<file path="config.mk">
export PLATFORM = sky130hd
export DESIGN_NAME = lisp_token_scanner_unit
export DESIGN_NICKNAME = d
export VERILOG_FILES = /design/src/sv/lts_pkg.sv /design/src/sv/lisp_token_scanner_unit.sv
export VERILOG_INCLUDE_DIRS = /design/src /design/src/sv
export SDC_FILE = /design/constraint.sdc
export NUM_CORES = 1
export LEC_CHECK = 0
export BUFFER_PORTS_ARGS = -buffer_cell sky130_fd_sc_hd__buf_4
export CAP_MARGIN = 30
export CORE_MARGIN = 3
export CORE_UTILIZATION = 35
export CTS_BUF_LIST = sky130_fd_sc_hd__clkbuf_8
export CTS_CLUSTER_SIZE = 10
export DETAILED_ROUTE_END_ITERATION = 8
export SETUP_SLACK_MARGIN = 0.5
export SLEW_MARGIN = 10
export SYNTH_ARGS = -nofsm -noshare
export SYNTH_HDL_FRONTEND = slang
export SYNTH_SLANG_ARGS = --single-unit
</file>
<file path="constraint.sdc">
create_clock -name i_clk -period 6.3 [get_ports i_clk]
set_input_delay 0.63 -clock i_clk [delete_from_list [all_inputs] [get_ports i_clk]]
set_output_delay 0.63 -clock i_clk [all_outputs]
set_load 0.01 [all_outputs]
</file>
<file path="src/sv/lisp_token_scanner_unit_assert.svh">
// assertion macros for the s-expression token scanner
// expects i_clk and i_rst_n in the scope of use
`ifndef LISP_TOKEN_SCANNER_UNIT_ASSERT_SVH
`define LISP_TOKEN_SCANNER_UNIT_ASSERT_SVH

// same-cycle implication
`define LTS_ASSERT_IMPLY(label, ante, cons) \
    label: assert property (@(posedge i_clk) disable iff (!i_rst_n) (ante) |-> (cons)) \
        else $error("token scanner check failed");

// next-cycle implication
`define LTS_ASSERT_NEXT(label, ante, cons) \
    label: assert property (@(posedge i_clk) disable iff (!i_rst_n) (ante) |=> (cons)) \
        else $error("token scanner check failed");

`endif

</file>
<file path="src/sv/lts_pkg.sv">
`timescale 1ns / 1ps
// types, codes and character classes for the s-expression token scanner
// no dependencies
package lts_pkg;

    localparam int FIFO_DEPTH = 4;
    localparam int PTR_BITS   = $clog2(FIFO_DEPTH);
    localparam int CNT_BITS   = $clog2(FIFO_DEPTH + 1);

    localparam logic [2:0] MODE_IDLE    = 3'd0;
    localparam logic [2:0] MODE_COMMENT = 3'd1;
    localparam logic [2:0] MODE_STRING  = 3'd2;
    localparam logic [2:0] MODE_NUMBER  = 3'd3;
    localparam logic [2:0] MODE_SYMBOL  = 3'd4;
    localparam logic [2:0] MODE_SIGN    = 3'd5;

    localparam logic [2:0] KIND_DOT    = 3'd0;
    localparam logic [2:0] KIND_QUOTE  = 3'd1;
    localparam logic [2:0] KIND_LPAREN = 3'd2;
    localparam logic [2:0] KIND_RPAREN = 3'd3;
    localparam logic [2:0] KIND_STRING = 3'd4;
    localparam logic [2:0] KIND_SYMBOL = 3'd5;
    localparam logic [2:0] KIND_INT    = 3'd6;
    localparam logic [2:0] KIND_END    = 3'd7;

    localparam logic [7:0] CH_NUL    = 8'h00;
    localparam logic [7:0] CH_LF     = 8'h0A;
    localparam logic [7:0] CH_DQUOTE = 8'h22;
    localparam logic [7:0] CH_QUOTE  = 8'h27;
    localparam logic [7:0] CH_LPAREN = 8'h28;
    localparam logic [7:0] CH_RPAREN = 8'h29;
    localparam logic [7:0] CH_PLUS   = 8'h2B;
    localparam logic [7:0] CH_MINUS  = 8'h2D;
    localparam logic [7:0] CH_DOT    = 8'h2E;
    localparam logic [7:0] CH_ZERO   = 8'h30;
    localparam logic [7:0] CH_NINE   = 8'h39;
    localparam logic [7:0] CH_SEMI   = 8'h3B;

    localparam logic [15:0] LEN_MAX = 16'hFFFF;

    typedef struct packed {
        logic [2:0]  kind;
        logic [15:0] start;
        logic [15:0] length;
        logic [31:0] value;
        logic        last;
    } t_result;

    function automatic logic is_space(input logic [7:0] c);
        return c inside {8'h20, [8'h09:8'h0D]};
    endfunction

    function automatic logic is_digit(input logic [7:0] c);
        return c inside {[CH_ZERO:CH_NINE]};
    endfunction

    function automatic logic continues_symbol(input logic [7:0] c);
        return (c != CH_NUL) && !is_space(c) && !(c inside {CH_SEMI, CH_LPAREN, CH_RPAREN,
            CH_QUOTE});
    endfunction

    function automatic logic [15:0] sat_inc(input logic [15:0] v);
        return (v == LEN_MAX) ? v : v + 16'd1;
    endfunction

endpackage

</file>
<file path="src/sv/lisp_token_scanner_unit.sv">
`timescale 1ns / 1ps
// s-expression token scanner: byte stream in, token stream out
// depends on lts_pkg and lisp_token_scanner_unit_assert.svh
//
// usage
//   slave side takes one source byte per item on i_s_tdata; a zero byte gives an end token
//   master side gives one token per item: kind on o_m_tuser, offset, length and
//   integer value on o_m_tdata, o_m_tlast high on the final token caused by a byte
//   each accepted byte is scanned in the cycle it is taken; its tokens enter a
//   four-entry result queue and the first is offered on the next cycle if the queue was empty
//   throughput: one byte per cycle while o_s_tready is high; a byte that ends a token
//   and is itself a bracket, dot, quote or zero byte gives two tokens, which the queue absorbs
//   o_s_tready is high while at least two queue slots are free, so a stalled
//   receiver backs up the input after at most four pending tokens
//   reset (i_rst_n low, synchronous) empties the queue, sets the scanner to idle
//   and the byte offset to zero
module lisp_token_scanner_unit #(
    parameter int POSITION_BITS = 16
) (
    input  logic        i_clk,
    input  logic        i_rst_n,
    input  logic        i_s_tvalid,
    output logic        o_s_tready,
    input  logic [7:0]  i_s_tdata,   // [7:0] character
    output logic        o_m_tvalid,
    input  logic        i_m_tready,
    output logic [63:0] o_m_tdata,   // [15:0] start_offset, [31:16] token_length, [63:32] int_value
    output logic [2:0]  o_m_tuser,   // [2:0] token_kind
    output logic        o_m_tlast    // last_of_run
);
    import lts_pkg::*;

    logic [2:0]               r_mode,      n_mode;
    logic [POSITION_BITS-1:0] r_pos;
    logic [POSITION_BITS-1:0] r_tok_start, n_tok_start;
    logic [15:0]              r_len,       n_len;
    logic [31:0]              r_acc,       n_acc;
    logic                     r_neg,       n_neg;

    t_result                  r_fifo [FIFO_DEPTH];
    logic [PTR_BITS-1:0]      r_wr, r_rd;
    logic [CNT_BITS-1:0]      r_count;

    logic        accept, pop;
    logic [7:0]  c;
    logic [31:0] dval, acc_next;
    logic [15:0] pos16;
    logic        a_vld, b_vld, do_idle;
    t_result     res_a, res_b, slot0, slot1;
    logic [1:0]  n_push;

    assign c        = i_s_tdata;
    assign accept   = i_s_tvalid && o_s_tready;
    assign pop      = o_m_tvalid && i_m_tready;
    assign dval     = {24'd0, c - CH_ZERO};
    assign acc_next = (r_acc << 3) + (r_acc << 1) + dval;
    assign pos16    = 16'(r_pos);

    always_comb begin
        n_mode      = r_mode;
        n_tok_start = r_tok_start;
        n_len       = r_len;
        n_acc       = r_acc;
        n_neg       = r_neg;
        a_vld       = 1'b0;
        b_vld       = 1'b0;
        do_idle     = 1'b0;
        res_a       = '0;
        res_b       = '0;

        case (r_mode)
            MODE_COMMENT: begin
                if (c == CH_LF || c == CH_NUL) do_idle = 1'b1;
            end
            MODE_STRING: begin
                if (c == CH_DQUOTE || c == CH_NUL) begin
                    a_vld        = 1'b1;
                    res_a.kind   = KIND_STRING;
                    res_a.start  = 16'(r_tok_start);
                    res_a.length = r_len;
                    n_mode       = MODE_IDLE;
                    do_idle      = (c == CH_NUL);
                end else begin
                    n_len = sat_inc(r_len);
                end
            end
            MODE_NUMBER: begin
                if (is_digit(c)) begin
                    n_acc = acc_next;
                end else begin
                    a_vld       = 1'b1;
                    res_a.kind  = KIND_INT;
                    res_a.start = 16'(r_tok_start);
                    res_a.value = r_neg ? (32'd0 - r_acc) : r_acc;
                    do_idle     = 1'b1;
                end
            end
            MODE_SIGN: begin
                if (is_digit(c)) begin
                    n_mode = MODE_NUMBER;
                    n_acc  = dval;
                end else if (continues_symbol(c)) begin
                    n_mode = MODE_SYMBOL;
                    n_len  = 16'd2;
                end else begin
                    a_vld        = 1'b1;
                    res_a.kind   = KIND_SYMBOL;
                    res_a.start  = 16'(r_tok_start);
                    res_a.length = 16'd1;
                    do_idle      = 1'b1;
                end
            end
            MODE_SYMBOL: begin
                if (continues_symbol(c)) begin
                    n_len = sat_inc(r_len);
                end else begin
                    a_vld        = 1'b1;
                    res_a.kind   = KIND_SYMBOL;
                    res_a.start  = 16'(r_tok_start);
                    res_a.length = r_len;
                    do_idle      = 1'b1;
                end
            end
            default: begin
                do_idle = 1'b1;
            end
        endcase

        // scan the byte as the start of what follows
        if (do_idle) begin
            n_mode      = MODE_IDLE;
            res_b.start = pos16;
            if (c == CH_NUL) begin
                b_vld      = 1'b1;
                res_b.kind = KIND_END;
            end else if (is_space(c)) begin
                n_mode = MODE_IDLE;
            end else if (c == CH_SEMI) begin
                n_mode = MODE_COMMENT;
            end else if (c == CH_DOT) begin
                b_vld      = 1'b1;
                res_b.kind = KIND_DOT;
            end else if (c == CH_QUOTE) begin
                b_vld      = 1'b1;
                res_b.kind = KIND_QUOTE;
            end else if (c == CH_LPAREN) begin
                b_vld      = 1'b1;
                res_b.kind = KIND_LPAREN;
            end else if (c == CH_RPAREN) begin
                b_vld      = 1'b1;
                res_b.kind = KIND_RPAREN;
            end else if (c == CH_DQUOTE) begin
                n_mode      = MODE_STRING;
                n_tok_start = r_pos;
                n_len       = 16'd0;
            end else if (is_digit(c)) begin
                n_mode      = MODE_NUMBER;
                n_tok_start = r_pos;
                n_acc       = dval;
                n_neg       = 1'b0;
            end else if (c == CH_PLUS || c == CH_MINUS) begin
                n_mode      = MODE_SIGN;
                n_tok_start = r_pos;
                n_acc       = 32'd0;
                n_neg       = (c == CH_MINUS);
            end else begin
                n_mode      = MODE_SYMBOL;
                n_tok_start = r_pos;
                n_len       = 16'd1;
            end
        end

        res_a.last = !b_vld;
        res_b.last = 1'b1;
        slot0      = a_vld ? res_a : res_b;
        slot1      = res_b;
        n_push     = {1'b0, a_vld} + {1'b0, b_vld};
    end

    always_ff @(posedge i_clk) begin
        if (!i_rst_n) begin
            r_mode      <= MODE_IDLE;
            r_pos       <= '0;
            r_tok_start <= '0;
            r_len       <= '0;
            r_acc       <= '0;
            r_neg       <= 1'b0;
        end else if (accept) begin
            r_mode      <= n_mode;
            r_pos       <= r_pos + 1'b1;
            r_tok_start <= n_tok_start;
            r_len       <= n_len;
            r_acc       <= n_acc;
            r_neg       <= n_neg;
        end
    end

    // result queue
    always_ff @(posedge i_clk) begin
        if (!i_rst_n) begin
            r_wr    <= '0;
            r_rd    <= '0;
            r_count <= '0;
        end else begin
            if (accept) r_wr <= r_wr + PTR_BITS'(n_push);
            if (pop) r_rd <= r_rd + 1'b1;
            r_count <= r_count + (accept ? CNT_BITS'(n_push) : '0) - CNT_BITS'(pop);
        end
    end

    always_ff @(posedge i_clk) begin
        if (accept && n_push != 2'd0) r_fifo[r_wr] <= slot0;
        if (accept && n_push == 2'd2) r_fifo[r_wr + 1'b1] <= slot1;
    end

    assign o_s_tready = (r_count <= CNT_BITS'(FIFO_DEPTH - 2));
    assign o_m_tvalid = (r_count != '0);
    assign o_m_tdata  = {r_fifo[r_rd].value, r_fifo[r_rd].length, r_fifo[r_rd].start};
    assign o_m_tuser  = r_fifo[r_rd].kind;
    assign o_m_tlast  = r_fifo[r_rd].last;

`include "lisp_token_scanner_unit_assert.svh"

    `LTS_ASSERT_IMPLY(a_count_bound, 1'b1, r_count <= CNT_BITS'(FIFO_DEPTH))
    `LTS_ASSERT_NEXT(a_count_step, 1'b1, r_count == $past(r_count) + (($past(accept)) ? CNT_BITS'($past(n_push)) : CNT_BITS'(0)) - CNT_BITS'($past(pop)))
    `LTS_ASSERT_IMPLY(a_pair_order, accept && n_push == 2'd2, !slot0.last && slot1.last)
    `LTS_ASSERT_NEXT(a_nul_to_idle, accept && c == CH_NUL, r_mode == MODE_IDLE)

endmodule

</file>
==> results_dict.tcl, run 1 <==
set metrics [dict create \
    wl_per_cell_um 21.7 \
    overflow 0 \
    yosys_warnings 0 \
    p_leak_nw 8.01 \
    drive_above_1_share 0.182 \
    worst_ep_arrival_time_ns 4.88 \
    cp.required_ns 6.78 \
    cts_buffer_depth 3 \
    final-setup-viol-count 0 \
    synth-seq-area-share 0.437 \
    synthesis.nets 1836 \
    vias 15000 \
    status "completed" \
    synth_adder_area_share 0.0530 \
    synth_top_cell_area_share 0.314 \
    cap_violations 0 \
    synthMuxAreaShare 0.0852 \
    cts_setup_buffers 0 \
    multiInputGateArea_sq_um 9690 \
    clockRootBuffer "clkbuf_8" \
    drt-vias-per-instance 5.93 \
    die_w_um 236 \
    rsz0062_at_grt "no" \
    synth_area_leaders "dfxtp_1 31%, edfxtp_1 12%, a22o_1 8.3%" \
    die-height_um 236 \
    grt_pass1_wl_um 85700 \
    grt_max_degree 70 \
    synth_common_cells "289 x dfxtp_1, 175 x a22o_1, 146 x nand2_1, 110 x nor2_1, 104 x clkbuf_1" \
    htree_levels 3 \
    io_pins 82 \
    cts_tree "yes" \
    finalPower_w 0.00599 \
    gp_congestion 0.867 \
    fill_cells 5006 \
    yosysTopAreaCell "dfxtp_1" \
    final_nets 1879 \
    antenna_left 0 \
    first_pass_iters 6 \
    avgSynthCellArea_sq_um 10.5 \
    fin_crit_sh 0.698 \
    ys_types 87 \
    clock_sinks 365 \
    ys_ff_latch 365 \
    fin_crit_ns 4.40 \
    synth.most_common_cell "dfxtp_1" \
    drc_errors 0 \
    clkTransAtPathRegs_ns 0.06 \
    synthCells 1750 \
    final.setup.tns_ns 0 \
    grt_util_all_layers 0.192 \
    timing.slew.headroom 0.336 \
    post-dp-hpwl_um 35200 \
    area_growth_pct 14.4 \
    dieArea_sq_um 55500 \
    ys_async_sr_fraction 0 \
    io_buffers 81 \
    start_util 0.357 \
    startpoint_type "input pin" \
    holdBufCountCts 0 \
    yosys.area_share.xor_xnor 0.0347 \
    end_kind "flip-flop" \
    ir_drop_mv 0.148 \
    drtIter0Drc 1329 \
    cts_buffers 66 \
    slew_violations 0 \
    finClkSkew_ns 0.0260 \
    fmax_ghz 0.227 \
    synthesis.area_sq_um 18400 \
    power.density_nw_per_um2 284 \
    synth-simple-area-share 0.119 \
    synth_top_family_by_area "compound AO/OA/AOI/OAI gates" \
    routed_wl_um 54900 \
    grt_pass1_vias 14800 \
    synth_compound_area_frac 0.231 \
    seqCellArea_sq_um 8080 \
    worst-slew-pin-transition_ns 0.994 \
    rows 83 \
    hold_path.class "input pin to flip-flop" \
    synth_edf_count 76 \
    clkLatencyLatePin_ns 0.64 \
    design.core.area_sq_um 51700 \
    critPathMaxFanout 16 \
    cts_resized 0 \
    crit_type "input pin to flip-flop" \
    hold_viol_final 0 \
    ys.flop_type "dfxtp_1" \
    antenna_found_initial 2 \
]
==> cell families (layout without fill, tap and decap cells) <==
logic type	after synthesis	in the layout
buf+inv	173	267
other cells	0	1
xor+xnor	73	73
mux	72	72
flops	365	365
compound gates	546	546
fa+ha+maj	74	74
simple gates	447	447
==> final timing paths <==
check / depth (start not counted) / start / to / slack (ns)
worst max-delay path: 11 / i_s_tdata[4] / r_fifo[0][57] / 1.90
worst min-delay path: 4 / i_s_tdata[4] / r_acc[4] / 0.42
worst max register to register: 9 / r_mode[1] / r_fifo[0][57] / 1.94
worst min register to register: 2 / r_fifo[0][27] / r_fifo[0][27] / 0.45
==> worst max-delay path: stages <==
cell and delay, ns:
buf_4 0.14, inv_1 0.08, ha_1 0.21, nor4bb_1 0.62
o211a_1 0.44, nor2_1 0.16, and2_1 0.37, ha_1 0.42
or4_1 0.73, nor2_2 0.83, a32o_1 0.22
==> metal layers <==
metal | global-route usage | wire [um] | share of wire
met2 | 0.299 | 24700 | 0.45
met3 | 0.0457 | 4460 | 0.081
met1 | 0.264 | 24400 | 0.44
met5 | 0 | 13 | 0.00024
met4 | 0.0619 | 1300 | 0.024
==> cells in the final DEF, fill, tap and decap left out, types with 52 or more instances in the layout <==
cell	count
buf_4	105
o21ai_0	79
dfxtp_1	287
inv_1	52
a21oi_1	85
nand2_1	145
edfxtp_1	76
a22o_1	175
a32o_1	70
mux4_2	68
clkbuf_8	83
ha_1	67
nor2_1	106
==> area by class of cell <==
class / count / share of cell area
clock buffer: 83 / 0.0541
timing repair buffer: 112 / 0.0440
tap: 680 / 0.0403
inverter: 36 / 0.00676
multi-input combinational: 1212 / 0.459
sequential: 365 / 0.383
antenna: 1 / 0.000119
clock inverter: 36 / 0.0130
==> per-stage QoR <==
stage	cell area [sq um]	utilization	hold WS, ns	setup WS, ns	instances
global route	21100	0.408	0.376	1.72	2525
detailed placement	19600	0.379	0.439	1.42	2399
CTS	21000	0.406	0.361	2.05	2518
floorplan	18400	-	0.420	1.73	1750
finish	21100	0.408	0.420	1.90	2525
global placement	19500	0.378	0.429	1.58	2398
==> flip-flops by register name (all words and copies together), names as in the netlist, named ones only <==
signal / cells
pos16: 16
r_mode: 3
r_len: 16
r_wr: 2
r_neg: 1
r_fifo: 272
r_acc: 32
r_tok_start: 16
r_rd: 2
r_count: 3
==> power breakdown <==
part           switching (W)  internal, W
Sequential          0.000142      0.00242
Combinational       0.000654     0.000391
Clock                0.00103      0.00136
Total                0.00182      0.00417
(Power assumes the default switching activity.)
==> run 2, diff against run 1 <==
--- a/config.mk
+++ b/config.mk
@@ -6,6 +6,7 @@
 export SDC_FILE = /design/constraint.sdc
 export NUM_CORES = 1
 export LEC_CHECK = 0
+export ABC_AREA = 1
 export BUFFER_PORTS_ARGS = -buffer_cell sky130_fd_sc_hd__buf_4
 export CAP_MARGIN = 30
 export CORE_MARGIN = 3
==> constraint.sdc (replaced) <==
create_clock -name i_clk -period 3.9 [get_ports i_clk]
set_input_delay 0.39 -clock i_clk [delete_from_list [all_inputs] [get_ports i_clk]]
set_output_delay 0.39 -clock i_clk [all_outputs]
set_load 0.01 [all_outputs]
==> run 2 against run 1 <==
Global-route usage up 1.9 points. Clock-buffer cell count is 16 lower. Utilization up 0.090 points. Cell count up 42%. Worst setup slack worse by 1.2 ns. Worst hold slack got worse by 0.32 ns. Via count increased by 29%. Critical path type is now flip-flop to flip-flop. Area after synthesis increased by 7.6%. Register-to-register slack worse by 1.2 ns. Sequential power up 63%. Design area is 7.8% higher.
==> results_dict.tcl, run 2 <==
set metrics [dict create \
    first_pass_iters 5 \
    rsz0062_at_grt "no" \
    cpPeakStageDelay_ns 0.36 \
    crit_slowest_cell "dfxtp_2" \
    layout_common_cells "642 x nand2_1, 331 x o21ai_0, 298 x nor2_1" \
    finalWorstSetupSlack_ns 0.734 \
    fin_crit_ns 3.17 \
    ys_types 56 \
    antenna_found_initial 1 \
    htree_levels 2 \
    hold-path-cell-count 3 \
    routed_wl_um 65400 \
    startpoint_type "flip-flop" \
    cp_common_cell "inv_2" \
    cp_cell_sequence "inv_2, nor2_1, nand2_2, nand2_2, inv_2, nand2_1, nand3_2, nor2_2, nand2_4, nand2_4, o31ai_2, buf_4, inv_1, ha_1, nor2_2, inv_2, nor3_4, buf_4, nor2_4, clkinvlp_4, buf_12, nor2_1, a21oi_1" \
    synth_edf_count 76 \
    min_delay_worst_endpoint "r_acc[1]" \
    post-dp-hpwl_um 44400 \
    cts_buffer_depth 3 \
    overflow 0 \
    fin_util 0.409 \
    hold_path.class "input pin to flip-flop" \
    gp_congestion 0.890 \
    cp.required_ns 4.40 \
    critPathMaxFanout 6 \
    grt_pass1_wl_um 102000 \
    drtIter0Drc 1804 \
    antenna_left 0 \
    worst-slew-pin-transition_ns 0.889 \
    die-height_um 244 \
    final_common_cell "nand2_1" \
    regMostFlops "r_fifo" \
    reg2reg_depth 23 \
    io_pins 82 \
    rows 86 \
    final_nets 2868 \
    final.setup.tns_ns 0 \
    fin_crit_sh 0.812 \
    hold_viol_final 0 \
    yosysTopAreaCell "dfxtp_1" \
    synth_top_cell_area_share 0.291 \
    synthesis.nets 2802 \
    end_kind "flip-flop" \
    fmax_ghz 0.316 \
    drive_above_1_share 0.122 \
    avgSynthCellArea_sq_um 7.31 \
    pre_cts_ws_ns 0.271 \
    grt_pass1_vias 18300 \
    holdCritStartpoint "i_s_tdata[1]" \
    timing.slew.headroom 0.403 \
    grt_util_all_layers 0.211 \
    synthCells 2716 \
    clock_sinks 365 \
    ir_drop_mv 0.404 \
    power.density_nw_per_um2 482 \
    reg_top3 "r_fifo: 272 flops, r_acc: 32 flops" \
    worst_ep_arrival_time_ns 3.67 \
    cap_violations 0 \
    timing.rr.end "r_fifo[0][0]" \
    synth_area_leaders "dfxtp_1 29%, nand2_1 12%, edfxtp_1 11%" \
    grt_max_degree 137 \
    synth.most_common_cell "nand2_1" \
    slew_violations 0 \
    die_w_um 244 \
    holdBufCountCts 0 \
    status "completed" \
    design.core.area_sq_um 55600 \
    r2r-start "r_mode[1]" \
    ys.flop_type "dfxtp_1" \
    clkLatencyLatePin_ns 0.63 \
    crit_type "flip-flop to flip-flop" \
    finClkSkew_ns 0.0272 \
    synth-seq-area-share 0.406 \
    synthesis.area_sq_um 19800 \
    clockRootBuffer "clkbuf_8" \
    area_growth_pct 14.7 \
    wl_per_cell_um 18.3 \
    synth_common_cells "646 x nand2_1, 331 x o21ai_0, 306 x nor2_1, 289 x dfxtp_1, 157 x inv_1" \
    ys_async_sr_fraction 0 \
    vias 19300 \
    io_buffers 81 \
    largest_register_ffs 272 \
    ys_ff_latch 365 \
    start_util 0.357 \
    cts_tree "yes" \
    drt-vias-per-instance 5.41 \
    cts_buffers 58 \
    final-setup-viol-count 0 \
    yosys_warnings 0 \
    r2r_setup_slack_ns 0.73 \
    drc_errors 0 \
    clkTransAtPathRegs_ns 0.07 \
    dieArea_sq_um 59600 \
    p_leak_nw 9.18 \
]
## run 2: cell families (layout without fill, tap and decap cells)
| kind of cell | Yosys count | in the layout | synth area share |
|---|---|---|---|
| compound gates | 757 | 757 | 0.222 |
| xor+xnor | 37 | 37 | 0.0163 |
| fa+ha+maj | 74 | 74 | 0.0493 |
| buf+inv | 328 | 437 | 0.0657 |
| flops | 365 | 365 | 0.406 |
| other cells | 0 | 1 | 0 |
| simple gates | 1155 | 1155 | 0.240 |
## run 2: worst max-delay path: cells and delay by family, from the launching register on
family,cells,cell delay [ns]
AOI/OAI and AO/OA,2,0.14
adders and majority gates,1,0.18
buffers and inverters,8,1.11
DFF,1,0.36
and+or+nand+nor,12,1.28
## run 2: area by class of cell
cell class              instances  area, sq um
flip-flops and latches        365         8080
well taps                     748          936
inverters                     184          716
clock inverters                36          241
repair buffers                150         1270
fillers                      5705        32900
clock buffers                  67          922
multi-input cells            2023        10600
diodes                          1         2.50
## run 2: per-layer routing
| layer | wire (um) | track usage | vias up | part of all wire |
|---|---|---|---|---|
| li1 | - | - | 9396 | - |
| met1 | 30900 | 0.307 | 9197 | 0.47 |
| met2 | 29400 | 0.335 | 663 | 0.45 |
| met3 | 3990 | 0.0243 | 76 | 0.061 |
| met4 | 1050 | 0.0514 | 0 | 0.016 |
| met5 | 0 | 0 | - | 0 |
## run 2: per-stage QoR
step / std cells / hold WS, ns / cell area, sq um / power [W]
after global placement: 3457 / 0.432 / 21400 / 0.00763
after global routing: 3574 / 0.0942 / 22800 / 0.0116
after CTS: 3563 / 0.0584 / 22600 / 0.0110
after detailed placement: 3459 / 0.437 / 21400 / 0.00767
final: 3574 / 0.0962 / 22800 / 0.0110
after floorplan: 2716 / 0.421 / 19900 / 0.00642
## run 2: how the worst max path moves through the flow
stage | end | depth (start not counted) | slack [ns] | from
2_1_floorplan | r_fifo[0][49] | 19 | 0.51 | i_s_tdata[4]
3_3_place_gp | r_count[2] | 21 | 0.28 | i_s_tdata[4]
3_5_place_dp | r_count[2] | 21 | 0.27 | i_s_tdata[4]
4_1_cts | r_fifo[0][13] | 19 | 0.52 | r_mode[0]
5_1_grt | r_count[2] | 21 | 0.49 | r_mode[1]
6_report | r_fifo[0][0] | 23 | 0.73 | r_mode[1]
## run 2: power by group
group	internal [W]	total, W	switching (W)	leakage (nW)
clock	0.00176	0.00331	0.00155	0.664
combinational	0.00114	0.00348	0.00234	5.60
sequential	0.00401	0.00418	0.000170	2.92
## run 2: what timing repair did
action                     4_1_cts  5_1_grt
setup endpoints to repair      171      349
cloned                           0        0
gates resized for setup          4       11
buffers inserted                 1       10
pin swaps                        0        4
==> run 3, diff against run 2 <==
==> constraint.sdc (replaced) <==
create_clock -name i_clk -period 3.15 [get_ports i_clk]
set_input_delay 0.315 -clock i_clk [delete_from_list [all_inputs] [get_ports i_clk]]
set_output_delay 0.315 -clock i_clk [all_outputs]
set_load 0.01 [all_outputs]
==> run 3 against run 2 <==
Cell count increased by 4.5%. Sequential power is 24% higher. Design area up 17%. Register-to-register slack got worse by 0.59 ns. Combinational power rose by 48%. Sequential cell count did not move.
==> results_dict.tcl, run 3 (synthesis gave the netlist of run 2 again) <==
set metrics [dict create \
    overflow 0 \
    cp_cell_sequence "inv_2, nand2_4, nor2_4, inv_2, nor4_4, buf_4, nor2_4, nand2_4, inv_4, o31ai_4, buf_6, inv_4, ha_4, nor2_4, clkinv_4, nor3_4, nor2_4, clkinvlp_4, buf_6, buf_16" \
    ir_drop_mv 0.318 \
    cp_common_cell "nor2_4" \
    post-dp-hpwl_um 45600 \
    start_util 0.357 \
    critPathTopFamily "buffers and inverters" \
    reg_top3 "r_fifo: 272 flops, r_acc: 32 flops" \
    rsz0062_at_grt "yes" \
    grt_util_all_layers 0.218 \
    die_w_um 244 \
    fin_crit_ns 3.01 \
    fmax_ghz 0.333 \
    cts_tree "yes" \
    cp.required_ns 3.54 \
    startpoint_type "flip-flop" \
    die-height_um 244 \
    finClkSkew_ns 0.0254 \
    clkLatencyLatePin_ns 0.69 \
    grt_max_degree 137 \
    clkTransAtPathRegs_ns 0.07 \
    worst_ep_arrival_time_ns 3.40 \
    drive_above_1_share 0.254 \
    timing.slew.headroom 0.429 \
    grt_pass1_vias 18800 \
    drc_errors 0 \
    power.density_nw_per_um2 560 \
    final_cells 3735 \
    wl_per_cell_um 19.9 \
    dpl.cell_count 3538 \
    clockRootBuffer "clkbuf_8" \
    antenna_found_initial 1 \
    fill_cells 5223 \
    hold_path.class "input pin to flip-flop" \
    whs_ns 0.0769 \
    status "completed" \
    cts_buffers 59 \
    io_pins 82 \
    crit_type "flip-flop to flip-flop" \
    drtIter0Drc 1944 \
    cts_buffer_depth 3 \
    worst-slew-pin-transition_ns 0.850 \
    vias 20600 \
    design.core.area_sq_um 55600 \
    cpPeakStageDelay_ns 0.33 \
    io_buffers 81 \
    final.setup.tns_ns 0 \
    drt-vias-per-instance 5.51 \
    routed_wl_um 74200 \
    grt_pass1_wl_um 105000 \
    gp_congestion 0.909 \
    antenna_left 0 \
    critPathMaxFanout 5 \
    fin_crit_sh 0.955 \
    slew_violations 0 \
    finalPower_w 0.0149 \
    final_nets 3025 \
    rows 86 \
    final-setup-viol-count 0 \
    layout_common_cells "571 x nand2_1, 288 x nor2_1, 282 x o21ai_0" \
    crit_slowest_cell "dfxtp_2" \
    htree_levels 2 \
    cap_violations 0 \
    dieArea_sq_um 59600 \
    end_kind "flip-flop" \
    hold_viol_final 0 \
    final_common_cell "nand2_1" \
    p_leak_nw 10.8 \
    first_pass_iters 6 \
    largest_register_ffs 272 \
    area_growth_pct 33.7 \
    regMostFlops "r_fifo" \
    clock_sinks 365 \
    crit_buf_inv 10 \
]
[run 3: cell count changes in the layout (fill, tap and decap cells not counted), sizes merged]
cell | before | now
bufinv | 3 | 6
buf | 150 | 275
clkbuf | 67 | 99
inv | 188 | 195
clkinv | 23 | 17
clkinvlp | 6 | 5
dlygate4sd3 | 0 | 1
[run 3: area by class of cell]
type	count	area, sq um	share of cell area
antenna	1	2.50	0.0000943
sequential	365	8120	0.306
tap	748	936	0.0353
inverter	184	806	0.0304
clock buffer	69	950	0.0358
multi-input combinational	2023	11900	0.447
clock inverter	39	333	0.0125
timing repair buffer	306	3530	0.133
[run 3: per-stage QoR]
step / setup WS [ns] / cell area, sq um / util
6_report: 0.143 / 26500 / 0.477
5_1_grt: 0.0713 / 26500 / 0.477
4_1_cts: 0.279 / 24100 / 0.433
3_5_place_dp: -0.0323 / 22400 / 0.402
3_3_place_gp: -0.0836 / 22400 / 0.402
2_1_floorplan: 0.109 / 20200 / -
[run 3: timing repair]
item	CTS	global route
hold endpoints to repair	1	0
resized for setup	56	382
hold buffers	1	0
setup buffers	16	31
setup endpoints to repair	439	403
pin swaps	11	84
gates cloned	5	35
[run 3: final timing paths]
path                  from             to  slack (ns)  cells past startpoint
max              r_mode[2]  r_fifo[0][59]        0.14                     20
min           i_s_tdata[1]       r_acc[1]        0.08                      4
max reg2reg      r_mode[2]  r_fifo[0][59]        0.14                     20
min reg2reg  r_fifo[2][19]  r_fifo[2][19]        0.44                      2
[run 3: routing by layer]
metal	GRT usage	up-vias	routed length [um]
met3	0.0331	158	5400
met2	0.342	821	33700
met4	0.0729	0	2800
li1	-	9750	-
met5	0	-	0
met1	0.307	9839	32300
[run 3: report_power, final]
group,switching [W],total (W),internal (W)
Sequential,0.000200,0.00517,0.00497
Combinational,0.00323,0.00514,0.00190
Clock,0.00206,0.00455,0.00249
Total,0.00549,0.0149,0.00937
[run 3: tightest hold or removal path, cell delays in order]
cell and delay, ns:
buf_4 0.13, buf_4 0.14, nand3_1 0.08, a21oi_1 0.06
